===== src/design/lavm_pkg.sv =====
package lavm_pkg;

    typedef struct packed {
        logic signed [31:0] eye_x;
        logic signed [31:0] eye_y;
        logic signed [31:0] eye_z;
        logic signed [31:0] target_x;
        logic signed [31:0] target_y;
        logic signed [31:0] target_z;
        logic signed [31:0] up_x;
        logic signed [31:0] up_y;
        logic signed [31:0] up_z;
    } t_in;

    typedef struct packed {
        logic        [1:0]  row_index;
        logic signed [31:0] col_0;
        logic signed [31:0] col_1;
        logic signed [31:0] col_2;
        logic               last_row;
        logic               degenerate;
    } t_out;

    typedef logic [2:0][31:0] t_vec32;
    typedef logic [2:0][63:0] t_vec64;

    // classified request waiting for the back end
    typedef struct packed {
        t_vec32           eye;
        t_vec32           up;
        logic [2:0][32:0] d;
        logic             fzero;
    } t_job;

    typedef struct packed {
        logic done;
        logic zero;
    } t_norm_sts;

    function automatic logic [63:0] mag64(input logic [63:0] v);
        return v[63] ? (64'd0 - v) : v;
    endfunction

endpackage


===== src/design/lavm_front.sv =====
module lavm_front import lavm_pkg::*; (
    input  logic i_clk,
    input  logic i_rst_n,
    input  logic i_valid,
    output logic o_ready,
    input  t_in  i_data,
    output logic o_job_valid,
    input  logic i_job_ready,
    output t_job o_job
);

    t_job       r_mem [2];
    logic       r_wp;
    logic       r_rp;
    logic [1:0] r_cnt;
    t_job       w_job;
    logic       push;
    logic       pop;

    always_comb begin
        w_job.eye[0] = i_data.eye_x;
        w_job.eye[1] = i_data.eye_y;
        w_job.eye[2] = i_data.eye_z;
        w_job.up[0]  = i_data.up_x;
        w_job.up[1]  = i_data.up_y;
        w_job.up[2]  = i_data.up_z;
        w_job.d[0]   = {i_data.target_x[31], i_data.target_x} - {i_data.eye_x[31], i_data.eye_x};
        w_job.d[1]   = {i_data.target_y[31], i_data.target_y} - {i_data.eye_y[31], i_data.eye_y};
        w_job.d[2]   = {i_data.target_z[31], i_data.target_z} - {i_data.eye_z[31], i_data.eye_z};
        w_job.fzero  = (w_job.d == '0);
    end

    assign o_ready     = (r_cnt != 2'd2);
    assign o_job_valid = (r_cnt != 2'd0);
    assign o_job       = r_mem[r_rp];
    assign push        = i_valid && o_ready;
    assign pop         = o_job_valid && i_job_ready;

    always_ff @(posedge i_clk) begin
        if (!i_rst_n) begin
            r_wp  <= 1'b0;
            r_rp  <= 1'b0;
            r_cnt <= 2'd0;
        end else begin
            if (push) r_wp <= ~r_wp;
            if (pop)  r_rp <= ~r_rp;
            if (push && !pop)      r_cnt <= r_cnt + 2'd1;
            else if (pop && !push) r_cnt <= r_cnt - 2'd1;
        end
    end

    always_ff @(posedge i_clk) begin
        if (push) r_mem[r_wp] <= w_job;
    end

endmodule


===== config.mk =====
export PLATFORM = sky130hd
export DESIGN_NAME = lavm_front
export DESIGN_NICKNAME = d
export VERILOG_FILES = /design/src/design/lavm_pkg.sv /design/src/design/lavm_front.sv
export SDC_FILE = /design/constraint.sdc
export NUM_CORES = 1
export LEC_CHECK = 0
export ABC_AREA = 0
export BUFFER_PORTS_ARGS = -buffer_cell sky130_fd_sc_hd__clkbuf_2
export CAP_MARGIN = 20
export CORE_AREA = 2 2 225 227
export CTS_CLUSTER_SIZE = 16
export DETAILED_ROUTE_END_ITERATION = 7
export DIE_AREA = 0 0 227 229
export PLACE_DENSITY = 0.9
export SKIP_LAST_GASP = 1
export SYNTH_ARGS = -nofsm -noshare
export SYNTH_HDL_FRONTEND = slang
export SYNTH_SLANG_ARGS = --single-unit

===== constraint.sdc =====
create_clock -name i_clk -period 17.9 [get_ports i_clk]
set_input_delay 1.79 -clock i_clk [delete_from_list [all_inputs] [get_ports i_clk]]
set_output_delay 1.79 -clock i_clk [all_outputs]
set_load 0.03 [all_outputs]

==> impl_metrics.xml, run 1 <==
<?xml version="1.0" encoding="UTF-8"?>
<metrics>
  <group name="route">
    <metric name="detail_route.vias_per_cell" unit="">5.74</metric>
    <metric name="drt_pre_antenna_iters" unit="">5</metric>
    <metric name="drc_markers" unit="">0</metric>
    <metric name="detailedRoute.firstIterationViolations" unit="">1254</metric>
    <metric name="postRouteAntennaNets" unit="">0</metric>
    <metric name="wire_per_inst" unit="um">23.8</metric>
    <metric name="route.final.wire_length" unit="um">74500</metric>
    <metric name="routed-via-count" unit="">17950</metric>
  </group>
  <group name="die">
    <metric name="initial_core_util" unit="%">54.2</metric>
    <metric name="fp-row-count" unit="">82</metric>
    <metric name="die_width" unit="um">227</metric>
    <metric name="dieArea" unit="um2">52000</metric>
    <metric name="core_area" unit="um2">49700</metric>
    <metric name="floorplan_die_height" unit="um">229</metric>
    <metric name="ports" unit="">586</metric>
  </group>
  <group name="placed_design">
    <metric name="dpl.cell_count" unit="">3018</metric>
    <metric name="numPortBuffers" unit="">585</metric>
    <metric name="routabilityCongestion" unit="">0.974</metric>
    <metric name="place_worst_setup_slack" unit="ns">11.79</metric>
    <metric name="placed_cell_area" unit="um2">30600</metric>
    <metric name="place.detailed.hpwl" unit="um">53900</metric>
  </group>
  <group name="outcome">
    <metric name="run_status" unit="">completed</metric>
  </group>
  <group name="sta">
    <metric name="hold_ws" unit="ns">0.558</metric>
    <metric name="max_clock_freq" unit="MHz">166</metric>
    <metric name="finalSetupViolations" unit="">0</metric>
    <metric name="clock-skew-final" unit="ns">0.0130</metric>
    <metric name="final_min_period_over_clock_period" unit="%">33.6</metric>
    <metric name="timing.final.max_slew_violations" unit="">0</metric>
    <metric name="worst_slew_margin_rel" unit="%">26.8</metric>
    <metric name="finalWorstPathRequiredPeriod" unit="ns">6.01</metric>
    <metric name="timing_worst_slew_pin_value" unit="ns">1.10</metric>
    <metric name="grt_setup_unrepaired" unit="">false</metric>
    <metric name="final.setup.tns" unit="ns">0</metric>
    <metric name="report.final.hold_viol_count" unit="">0</metric>
    <metric name="setup_slack" unit="ns">11.89</metric>
  </group>
  <group name="clock_tree">
    <metric name="cts_hold_buf" unit="">0</metric>
    <metric name="clockBufferDepth" unit="">3</metric>
    <metric name="number_of_buffers_created_by_cts" unit="">58</metric>
    <metric name="cts_post_setup_buffers_inserted" unit="">0</metric>
    <metric name="clock_tree.root_cell" unit="">clkbuf_16</metric>
    <metric name="clkSinkCount" unit="">589</metric>
    <metric name="cts_tree" unit="">yes</metric>
    <metric name="cts_max_level" unit="">2</metric>
    <metric name="clk_latency" unit="ns">0.62</metric>
    <metric name="resize_count_post_cts" unit="">0</metric>
    <metric name="clk_transition_reported_paths" unit="ns">0.06</metric>
  </group>
  <group name="global_routing">
    <metric name="grt_max_degree" unit="">153</metric>
    <metric name="number_of_global_route_vias_before_repair" unit="">18397</metric>
    <metric name="initial_antenna_violation_count" unit="">4</metric>
    <metric name="globalRouteOverflowTotal" unit="">0</metric>
    <metric name="global_route.usage.total" unit="%">27.7</metric>
    <metric name="global_route_wire_length_before_repair" unit="um">108000</metric>
  </group>
  <group name="power">
    <metric name="peakVddDrop" unit="uV">100</metric>
    <metric name="leakagePower" unit="nW">12.9</metric>
    <metric name="power_density_cells" unit="nW/um2">141</metric>
  </group>
  <group name="worst_setup_path">
    <metric name="ff2ff_setup_slack" unit="ns">14.85</metric>
    <metric name="worst-endpoint-required" unit="ns">16.11</metric>
    <metric name="regToRegStartpoint" unit="">r_cnt[0]</metric>
    <metric name="reg2regPathDepth" unit="">5</metric>
    <metric name="reg2reg_to" unit="">r_mem[0][234]</metric>
    <metric name="cp.arrival" unit="ns">4.22</metric>
    <metric name="critPathLaunchType" unit="">register</metric>
    <metric name="criticalPathCategory" unit="">register to primary output</metric>
    <metric name="timing.critical_path.to_type" unit="">primary output</metric>
    <metric name="critical_path_peak_fanout" unit="">78</metric>
  </group>
  <group name="synth">
    <metric name="synthesis.yosys.warnings" unit="">0</metric>
    <metric name="synth_fa_ha_area_share" unit="%">4.73</metric>
    <metric name="post_synthesis_sequential_element_count" unit="">589</metric>
    <metric name="synth_enable_flop_cells" unit="">584</metric>
    <metric name="largest_cells_by_area_after_synthesis" unit="">edfxtp_1 (65%), mux2_2 (12%), ha_1 (4.5%)</metric>
    <metric name="dominantRegCellSynth" unit="">edfxtp_1</metric>
    <metric name="post-synth-top-area-fraction" unit="%">65.2</metric>
    <metric name="synth-xor-area-share" unit="%">2.90</metric>
    <metric name="synth-compound-area-share" unit="%">6.89</metric>
    <metric name="synth.largest_area_cell" unit="">edfxtp_1</metric>
    <metric name="async_reset_ff_share" unit="%">0</metric>
    <metric name="muxShareOfSynthArea" unit="%">12.3</metric>
    <metric name="syn_area" unit="um2">26900</metric>
    <metric name="yosysUniqueCellTypes" unit="">76</metric>
    <metric name="syn_avg_cell_area" unit="um2">14.9</metric>
    <metric name="postSynthCellCount" unit="">1803</metric>
    <metric name="syn-num-nets" unit="">2195</metric>
    <metric name="synth_sequential_area_ratio" unit="%">65.6</metric>
    <metric name="synth_top_family_by_area" unit="">multiplexers</metric>
    <metric name="post_synthesis_simple_gate_area_fraction" unit="%">5.14</metric>
  </group>
  <group name="finish">
    <metric name="final_non_filler_cell_total" unit="">3128</metric>
    <metric name="layout.cell_area.non_filler" unit="um2">32400</metric>
    <metric name="layout-area-overhead-vs-synth" unit="%">20.6</metric>
    <metric name="post_route_cells_drive_above_1_share" unit="%">40.6</metric>
    <metric name="final_nets" unit="">2798</metric>
  </group>
  <group name="hold_path">
    <metric name="hold_path_startpoint" unit="">r_cnt[1]</metric>
    <metric name="hold_path_depth" unit="">2</metric>
    <metric name="path_class_of_the_lowest_slack_min_delay_path" unit="">register to register</metric>
    <metric name="min_to" unit="">r_cnt[1]</metric>
  </group>
  <group name="job">
    <metric name="drv.max_cap_violation_count" unit="">0</metric>
  </group>
</metrics>
## layout by cell type (no fill, tap or decap), types with 7 or more instances in the layout
cell type,count
o211ai_1,12
clkbuf_16,58
a211oi_1,7
clkinv_1,7
nor4_1,14
o21a_1,13
o21ai_0,46
ha_1,97
nor2_1,57
nand2b_1,11
nor2b_1,7
o21ai_1,10
inv_1,127
nand3_1,15
mux2_2,292
o21bai_1,10
nor3_1,20
buf_4,9
xnor2_1,44
edfxtp_1,584
xor2_1,45
a21o_1,32
clkbuf_1,14
clkinv_2,12
and3_1,8
a31oi_1,18
clkbuf_2,585
a21oi_1,88
nand4_1,18
nand2_1,71
## report_power, final
part | switching (W) | total, W | internal (W)
Sequential | 0.0000691 | 0.00184 | 0.00177
Clock | 0.000520 | 0.00120 | 0.000684
Combinational | 0.00105 | 0.00155 | 0.000495
Total | 0.00164 | 0.00459 | 0.00295
## synthesized netlist by cell type (all sizes together), types with 16 or more instances
master / number
a21oi: 88
o21ai: 57
nor2: 59
ha: 97
a31oi: 18
inv: 127
mux2: 292
nor4: 16
nor3: 21
xnor2: 44
a21o: 32
nand2: 71
edfxtp: 584
clkbuf: 48
nand4: 19
xor2: 45
## layer usage
metal  vias to the layer above  GRT usage (%)  share of wire, %
met5                         -              0             0.017
met4                         2           12.9               4.8
met3                       201           8.39               9.3
met2                       866           47.9                50
met1                      8797           31.4                36
li1                       8084              -                 -
## stage by stage
step	util [%]	power, W
2_1_floorplan	-	0.00298
3_3_place_gp	61.6	0.00336
5_1_grt	65.3	0.00475
4_1_cts	65.3	0.00461
6_report	65.3	0.00459
3_5_place_dp	61.6	0.00340
## critical path, cell delays in order, from the launching register on
cell      delay [ns]
dfxtp_4         1.00
buf_4           0.91
buf_4           0.94
mux2_2          0.45
clkbuf_2        0.19
## kinds of logic after synthesis
group / Yosys count
multiplexers: 293
XOR/XNOR: 89
buffers and inverters: 179
AND/OR/NAND/NOR: 267
AO/OA/AOI/OAI: 286
adder cells (fa/ha/maj): 100
flip-flops: 589
## area by class of cell
type                            count  area, um2
Clock inverter                     35        357
Multi-Input combinational cell   1035       8600
Inverter                          127        477
Antenna cell                        3       7.51
Fill cell                        3441      17200
Tap cell                          672        841
Clock buffer                       72       1500
Timing Repair Buffer              595       3020
Sequential cell                   589      17600
## worst max-delay path by stage
stage	start	to	slack, ns
after floorplan	i_valid	r_wp	2.89
after global placement	i_data[160]	r_mem[0][0]	11.89
after detailed placement	i_data[160]	r_mem[0][0]	11.79
after CTS	register	o_job[79]	11.77
after global routing	register	o_job[79]	11.65
final	register	o_job[245]	11.89
## state kept, by name, summed over array words and instances (netlist names), named ones only
| signal | cells |
|---|---|
| r_cnt | 2 |
| r_rp | 1 |
| r_mem | 584 |
| r_wp | 1 |
Power figures use the tool's default switching activity.
==> run 2, diff against run 1 <==
--- a/config.mk
+++ b/config.mk
@@ -5,13 +5,13 @@
 export SDC_FILE = /design/constraint.sdc
 export NUM_CORES = 1
 export LEC_CHECK = 0
-export ABC_AREA = 0
+export ABC_AREA = 1
 export BUFFER_PORTS_ARGS = -buffer_cell sky130_fd_sc_hd__clkbuf_2
 export CAP_MARGIN = 20
-export CORE_AREA = 2 2 225 227
+export CORE_ASPECT_RATIO = 1.4
+export CORE_UTILIZATION = 55
 export CTS_CLUSTER_SIZE = 16
 export DETAILED_ROUTE_END_ITERATION = 7
-export DIE_AREA = 0 0 227 229
 export PLACE_DENSITY = 0.9
 export SKIP_LAST_GASP = 1
 export SYNTH_ARGS = -nofsm -noshare
==> constraint.sdc (replaced) <==
create_clock -name i_clk -period 5.6 [get_ports i_clk]
set_input_delay 0.56 -clock i_clk [delete_from_list [all_inputs] [get_ports i_clk]]
set_output_delay 0.56 -clock i_clk [all_outputs]
set_load 0.03 [all_outputs]
==> impl_metrics.xml, run 2 <==
<?xml version="1.0" encoding="UTF-8"?>
<metrics>
  <group name="outcome">
    <metric name="run_status" unit="">completed</metric>
  </group>
  <group name="synth">
    <metric name="postSynthCellCount" unit="">2831</metric>
    <metric name="syn_avg_cell_area" unit="um2">10.5</metric>
    <metric name="post-synth-top-count-cell" unit="">nand2_1</metric>
    <metric name="synth_sequential_area_ratio" unit="%">59.4</metric>
    <metric name="dominantRegCellSynth" unit="">edfxtp_1</metric>
    <metric name="yosys-top-cells-count" unit="">nand2_1 (840), edfxtp_1 (584), inv_1 (529)</metric>
    <metric name="largest_cells_by_area_after_synthesis" unit="">edfxtp_1 (59%), mux2_2 (11%), nand2_1 (11%)</metric>
    <metric name="synth.largest_area_cell" unit="">edfxtp_1</metric>
    <metric name="post_synthesis_sequential_element_count" unit="">589</metric>
    <metric name="syn_area" unit="um2">29700</metric>
    <metric name="yosysUniqueCellTypes" unit="">36</metric>
    <metric name="synth_enable_flop_cells" unit="">584</metric>
    <metric name="syn-num-nets" unit="">3223</metric>
    <metric name="synthesis.yosys.warnings" unit="">0</metric>
    <metric name="async_reset_ff_share" unit="%">0</metric>
    <metric name="post-synth-top-area-fraction" unit="%">59.0</metric>
  </group>
  <group name="route">
    <metric name="routed-via-count" unit="">21830</metric>
    <metric name="detail_route.vias_per_cell" unit="">5.19</metric>
    <metric name="detailedRoute.firstIterationViolations" unit="">1301</metric>
    <metric name="route.final.wire_length" unit="um">78200</metric>
    <metric name="drt_pre_antenna_iters" unit="">5</metric>
    <metric name="postRouteAntennaNets" unit="">0</metric>
    <metric name="wire_per_inst" unit="um">18.6</metric>
    <metric name="drc_markers" unit="">0</metric>
  </group>
  <group name="finish">
    <metric name="largest_reg_flops" unit="">584</metric>
    <metric name="top_register" unit="">r_mem</metric>
    <metric name="biggestRegsByFlops" unit="">r_mem: 584 flops, r_cnt: 2 flops</metric>
    <metric name="core_util_final" unit="%">66.3</metric>
    <metric name="post_route_cells_drive_above_1_share" unit="%">28.5</metric>
    <metric name="highest_count_cells_in_the_layout_ignoring_fill_and_taps" unit="">nand2_1 (840), clkbuf_2 (585), edfxtp_1 (584)</metric>
    <metric name="final_non_filler_cell_total" unit="">4208</metric>
    <metric name="layout.cell_area.non_filler" unit="um2">35300</metric>
    <metric name="layout-area-overhead-vs-synth" unit="%">19.0</metric>
    <metric name="final_nets" unit="">3839</metric>
    <metric name="layout_commonest_cell" unit="">nand2_1</metric>
  </group>
  <group name="global_routing">
    <metric name="grt_max_degree" unit="">163</metric>
    <metric name="global_route.usage.total" unit="%">28.2</metric>
    <metric name="globalRouteOverflowTotal" unit="">0</metric>
    <metric name="initial_antenna_violation_count" unit="">7</metric>
    <metric name="number_of_global_route_vias_before_repair" unit="">21963</metric>
    <metric name="global_route_wire_length_before_repair" unit="um">118000</metric>
  </group>
  <group name="worst_setup_path">
    <metric name="timing.critical_path.to_type" unit="">primary output</metric>
    <metric name="cp.arrival" unit="ns">2.90</metric>
    <metric name="critical_path_peak_fanout" unit="">111</metric>
    <metric name="reg2regPathDepth" unit="">5</metric>
    <metric name="worst_path_largest_cell_delay" unit="ns">0.92</metric>
    <metric name="slowest_stage" unit="">dfxtp_4</metric>
    <metric name="critPathLaunchType" unit="">register</metric>
    <metric name="criticalPathCategory" unit="">register to primary output</metric>
    <metric name="cp_cell_sequence" unit="">buf_12 -&gt; mux2_2 -&gt; clkbuf_2</metric>
    <metric name="worst-endpoint-required" unit="ns">5.04</metric>
    <metric name="regToRegStartpoint" unit="">r_cnt[0]</metric>
  </group>
  <group name="placed_design">
    <metric name="routabilityCongestion" unit="">0.953</metric>
    <metric name="dpl.cell_count" unit="">4106</metric>
    <metric name="numPortBuffers" unit="">585</metric>
    <metric name="placed_cell_area" unit="um2">33500</metric>
    <metric name="place.detailed.hpwl" unit="um">58700</metric>
  </group>
  <group name="clock_tree">
    <metric name="clock_tree.root_cell" unit="">clkbuf_16</metric>
    <metric name="clockBufferDepth" unit="">3</metric>
    <metric name="clk_latency" unit="ns">0.62</metric>
    <metric name="clk_transition_reported_paths" unit="ns">0.07</metric>
    <metric name="cts_max_level" unit="">2</metric>
    <metric name="resize_count_post_cts" unit="">0</metric>
    <metric name="cts_post_setup_buffers_inserted" unit="">0</metric>
    <metric name="number_of_buffers_created_by_cts" unit="">53</metric>
    <metric name="cts_hold_buf" unit="">0</metric>
    <metric name="cts_tree" unit="">yes</metric>
    <metric name="clkSinkCount" unit="">589</metric>
  </group>
  <group name="die">
    <metric name="core_area" unit="um2">53300</metric>
    <metric name="floorplan_die_height" unit="um">277</metric>
    <metric name="ports" unit="">586</metric>
    <metric name="die_width" unit="um">198</metric>
    <metric name="fp-row-count" unit="">100</metric>
    <metric name="initial_core_util" unit="%">55.7</metric>
    <metric name="dieArea" unit="um2">54900</metric>
  </group>
  <group name="job">
    <metric name="drv.max_cap_violation_count" unit="">0</metric>
  </group>
  <group name="power">
    <metric name="leakagePower" unit="nW">16.4</metric>
    <metric name="power_density_cells" unit="nW/um2">405</metric>
    <metric name="peakVddDrop" unit="uV">338</metric>
  </group>
  <group name="sta">
    <metric name="finalSetupViolations" unit="">0</metric>
    <metric name="final.setup.tns" unit="ns">0</metric>
    <metric name="finalWorstPathRequiredPeriod" unit="ns">3.46</metric>
    <metric name="timing.final.max_slew_violations" unit="">0</metric>
    <metric name="worst_slew_margin_rel" unit="%">31.6</metric>
    <metric name="clock-skew-final" unit="ns">0.0230</metric>
    <metric name="grt_setup_unrepaired" unit="">false</metric>
    <metric name="max_clock_freq" unit="MHz">289</metric>
    <metric name="hold_ws" unit="ns">0.132</metric>
    <metric name="final_min_period_over_clock_period" unit="%">61.7</metric>
    <metric name="timing_worst_slew_pin_value" unit="ns">1.03</metric>
    <metric name="report.final.hold_viol_count" unit="">0</metric>
  </group>
  <group name="hold_path">
    <metric name="hold_path_startpoint" unit="">i_data[64]</metric>
    <metric name="hold_path_depth" unit="">1</metric>
    <metric name="path_class_of_the_lowest_slack_min_delay_path" unit="">input port to register</metric>
  </group>
</metrics>
## run 2: cell count changes in the layout (fill, tap and decap cells not counted), sizes merged, moves of 21 or more
cell   delta
nand2   +778
inv     +407
nor2    +112
nand3    +88
o21ai    -50
xnor2    -42
xor2     -39
a21o     -27
a21oi    -21
## run 2: metrics by stage
stage                     setup WS [ns]  power (W)
final                              2.14     0.0143
after global routing               1.99     0.0148
after CTS                          2.11     0.0144
after detailed placement           2.32     0.0106
after global placement             2.36     0.0105
after floorplan                   -3.29    0.00933
## run 2: critical path: cells and delay by family (launching register included)
kind / cells / cell delay, ns
flip-flops: 1 / 0.92
buffers and inverters: 2 / 0.67
multiplexers: 1 / 0.45
## run 2: final cells by class
class / count / area (um2)
fillers: 3955 / 18000
flip-flops and latches: 589 / 17600
multi-input cells: 1679 / 9960
repair buffers: 594 / 3060
inverters: 530 / 1990
clock buffers: 67 / 1430
well taps: 714 / 893
clock inverters: 31 / 365
diodes: 4 / 10.0
## run 2: cells by family (layout without fill, tap and decap cells)
kind of cell,after synthesis,in the layout,share of synthesized area (%)
flops,589,589,59.4
fa+ha+maj,100,100,4.29
mux,292,292,11.1
other cells,0,4,0
xor+xnor,8,8,0.236
buf+inv,563,1222,7.14
compound gates,85,85,1.54
simple gates,1194,1194,16.3
## run 2: power by group
group	internal, W	switching (W)
logic	0.00145	0.00324
clock network	0.00214	0.00160
registers	0.00568	0.000196
total	0.00927	0.00504
## run 2: worst paths after layout
path | endpoint | slack [ns]
setup reg to reg | r_mem[1][203] | 3.13
hold reg to reg | register | 0.47
hold / removal | r_mem[1][100] | 0.13
setup / recovery | o_job[97] | 2.14
## run 2: layer usage
layer | vias to the layer above | part of all wire [%] | track usage (%)
met5 | - | 0.054 | 0
met4 | 6 | 6.1 | 16.7
met1 | 10241 | 36 | 29.7
li1 | 10567 | - | -
met2 | 789 | 51 | 50.9
met3 | 227 | 7.1 | 6.30
==> run 3, diff against run 2 <==
--- a/config.mk
+++ b/config.mk
@@ -9,10 +9,10 @@
 export BUFFER_PORTS_ARGS = -buffer_cell sky130_fd_sc_hd__clkbuf_2
 export CAP_MARGIN = 20
 export CORE_ASPECT_RATIO = 1.4
-export CORE_UTILIZATION = 55
+export CORE_UTILIZATION = 51
 export CTS_CLUSTER_SIZE = 16
 export DETAILED_ROUTE_END_ITERATION = 7
-export PLACE_DENSITY = 0.9
+export PLACE_DENSITY = 0.88
 export SKIP_LAST_GASP = 1
 export SYNTH_ARGS = -nofsm -noshare
 export SYNTH_HDL_FRONTEND = slang
==> constraint.sdc (replaced) <==
create_clock -name i_clk -period 2.85 [get_ports i_clk]
set_input_delay 0.285 -clock i_clk [delete_from_list [all_inputs] [get_ports i_clk]]
set_output_delay 0.285 -clock i_clk [all_outputs]
set_load 0.03 [all_outputs]
==> impl_metrics.xml, run 3 (same netlist as run 2, synthesis figures left out) <==
<?xml version="1.0" encoding="UTF-8"?>
<metrics>
  <group name="power">
    <metric name="power.switching_fraction" unit="%">36.5</metric>
    <metric name="power_density_cells" unit="nW/um2">762</metric>
    <metric name="peakVddDrop" unit="uV">635</metric>
    <metric name="relative_contribution_of_combinational_cells_to_total_power" unit="%">34.6</metric>
    <metric name="power.net_switching" unit="W">0.0106</metric>
    <metric name="power_report.internal_total" unit="W">0.0184</metric>
    <metric name="report.power.total" unit="W">0.0289</metric>
    <metric name="clkPwrFrac" unit="%">25.6</metric>
    <metric name="pwr-share-seq" unit="%">39.8</metric>
    <metric name="leakagePower" unit="nW">17.4</metric>
  </group>
  <group name="placed_design">
    <metric name="routabilityCongestion" unit="">0.961</metric>
    <metric name="numPortBuffers" unit="">585</metric>
    <metric name="place.detailed.hpwl" unit="um">62100</metric>
    <metric name="dpl.cell_count" unit="">4181</metric>
  </group>
  <group name="worst_setup_path">
    <metric name="timing.critical_path.to_type" unit="">register</metric>
    <metric name="slowest_stage" unit="">dlygate4sd3_1</metric>
    <metric name="worst_path_largest_cell_delay" unit="ns">0.56</metric>
    <metric name="criticalPathCategory" unit="">input port to register</metric>
    <metric name="critical_path_peak_fanout" unit="">5</metric>
    <metric name="path_common_cell" unit="">nand2_1</metric>
    <metric name="critPathTopFamily" unit="">simple AND/OR/NAND/NOR gates</metric>
    <metric name="crit_buf_inv" unit="">6</metric>
    <metric name="cp_cell_sequence" unit="">dlygate4sd3_1 -&gt; clkbuf_2 -&gt; inv_1 -&gt; ha_2 -&gt; nand2_2 -&gt; inv_1 -&gt; nand2_1 -&gt; nand2_1 -&gt; inv_1 -&gt; nand3_2 -&gt; nand2_1 -&gt; nand2_1 -&gt; nand2_1 -&gt; nor2_2 -&gt; buf_4 -&gt; nand2_1 -&gt; nor2_2 -&gt; nand2_1 -&gt; nor2_1 -&gt; nand2_1 -&gt; nor2_1</metric>
    <metric name="worst-endpoint-required" unit="ns">3.31</metric>
    <metric name="cp.arrival" unit="ns">3.16</metric>
    <metric name="critPathLaunchType" unit="">input port</metric>
  </group>
  <group name="clock_tree">
    <metric name="clockBufferDepth" unit="">3</metric>
    <metric name="number_of_buffers_created_by_cts" unit="">54</metric>
    <metric name="clk_transition_reported_paths" unit="ns">0.06</metric>
    <metric name="clock_tree.root_cell" unit="">clkbuf_16</metric>
    <metric name="clk_latency" unit="ns">0.62</metric>
    <metric name="cts_tree" unit="">yes</metric>
    <metric name="clkSinkCount" unit="">589</metric>
    <metric name="cts_max_level" unit="">2</metric>
    <metric name="cts_post_setup_buffers_inserted" unit="">0</metric>
  </group>
  <group name="finish">
    <metric name="post_route_cells_drive_above_1_share" unit="%">29.2</metric>
    <metric name="top_register" unit="">r_mem</metric>
    <metric name="final_non_filler_cell_total" unit="">4478</metric>
    <metric name="largest_reg_flops" unit="">584</metric>
    <metric name="highest_count_cells_in_the_layout_ignoring_fill_and_taps" unit="">nand2_1 (824), clkbuf_2 (585), edfxtp_1 (584)</metric>
    <metric name="layout-area-overhead-vs-synth" unit="%">27.8</metric>
    <metric name="final_nets" unit="">4077</metric>
    <metric name="core_util_final" unit="%">66.0</metric>
    <metric name="layout_commonest_cell" unit="">nand2_1</metric>
    <metric name="biggestRegsByFlops" unit="">r_mem: 584 flops, r_cnt: 2 flops</metric>
  </group>
  <group name="route">
    <metric name="wire_per_inst" unit="um">20.2</metric>
    <metric name="drc_markers" unit="">0</metric>
    <metric name="detailedRoute.firstIterationViolations" unit="">1702</metric>
    <metric name="routed-via-count" unit="">23527</metric>
    <metric name="detail_route.vias_per_cell" unit="">5.25</metric>
    <metric name="drt_pre_antenna_iters" unit="">6</metric>
    <metric name="route.final.wire_length" unit="um">90400</metric>
    <metric name="postRouteAntennaNets" unit="">0</metric>
  </group>
  <group name="sta">
    <metric name="max_clock_freq" unit="MHz">371</metric>
    <metric name="report.final.hold_viol_count" unit="">0</metric>
    <metric name="clock-skew-final" unit="ns">0.0129</metric>
    <metric name="timing.final.max_slew_violations" unit="">0</metric>
    <metric name="finalWorstPathRequiredPeriod" unit="ns">2.70</metric>
    <metric name="final_min_period_over_clock_period" unit="%">94.6</metric>
    <metric name="timing_worst_slew_pin_value" unit="ns">0.859</metric>
    <metric name="worst_slew_margin_rel" unit="%">42.7</metric>
    <metric name="finalSetupViolations" unit="">0</metric>
  </group>
  <group name="die">
    <metric name="core_area" unit="um2">57500</metric>
    <metric name="initial_core_util" unit="%">51.6</metric>
    <metric name="fp-row-count" unit="">104</metric>
    <metric name="ports" unit="">586</metric>
    <metric name="die_width" unit="um">206</metric>
    <metric name="floorplan_die_height" unit="um">288</metric>
    <metric name="dieArea" unit="um2">59200</metric>
  </group>
  <group name="global_routing">
    <metric name="initial_antenna_violation_count" unit="">10</metric>
    <metric name="number_of_global_route_vias_before_repair" unit="">23560</metric>
    <metric name="global_route_wire_length_before_repair" unit="um">132000</metric>
    <metric name="global_route.usage.total" unit="%">29.5</metric>
    <metric name="grt_max_degree" unit="">71</metric>
    <metric name="globalRouteOverflowTotal" unit="">0</metric>
  </group>
  <group name="hold_path">
    <metric name="path_class_of_the_lowest_slack_min_delay_path" unit="">input port to register</metric>
  </group>
  <group name="outcome">
    <metric name="run_status" unit="">completed</metric>
  </group>
  <group name="job">
    <metric name="drv.max_cap_violation_count" unit="">0</metric>
  </group>
</metrics>
-- run 3: per-layer routing --
layer | vias to the layer above | GRT usage (%) | wire, um
li1 | 11032 | - | -
met1 | 11050 | 32.1 | 32300
met2 | 1119 | 52.2 | 45400
met3 | 322 | 5.97 | 6810
met4 | 4 | 17.7 | 5920
met5 | - | 0 | 27
-- run 3: path summary, 6_finish.rpt --
| check | from | to | slack [ns] | depth (start not counted) |
|---|---|---|---|---|
| worst max-delay path | i_data[266] | r_mem[0][0] | 0.15 | 21 |
| worst min-delay path | i_data[192] | r_mem[1][260] | 0.04 | 2 |
| worst max register to register | r_cnt[0] | r_mem[1][118] | 0.96 | 5 |
| worst min register to register | r_rp | register | 0.55 | 2 |
-- run 3: power by group through the flow --
stage | combinational [W] | clock (W) | sequential, W
finish | 0.0100 | 0.00740 | 0.0115
global route | 0.0106 | 0.00776 | 0.0116
CTS | 0.00982 | 0.00738 | 0.0114
detailed placement | 0.00952 | 0 | 0.0116
global placement | 0.00939 | 0 | 0.0115
floorplan | 0.00649 | 0 | 0.0117
-- run 3: through the flow --
stage / cell area, um2 / hold slack (ns) / setup TNS (ns) / worst slack [ns]
2_1_floorplan: 29700 / 0.384 / -1436.04 / -2.47
4_1_cts: 37700 / 0.00405 / 0 / 0.00916
3_5_place_dp: 34100 / 0.478 / -0.697 / -0.349
5_1_grt: 38000 / 0.0139 / -0.0498 / -0.0256
3_3_place_gp: 34100 / 0.447 / -0.572 / -0.286
6_report: 38000 / 0.0404 / 0 / 0.152
-- run 3: repair_timing --
item	CTS	global route
setup endpoints to repair	0	2
endpoints found under the hold margin	382	0
resized for setup	0	55
hold buffers	190	0
-- run 3: area by class of cell --
class / count / area (um2)
inverters: 530 / 1990
well taps: 742 / 928
clock buffers: 60 / 1370
multi-input cells: 1679 / 10200
clock inverters: 40 / 389
flip-flops and latches: 589 / 17600
fillers: 4114 / 19600
diodes: 7 / 17.5
repair buffers: 831 / 5430
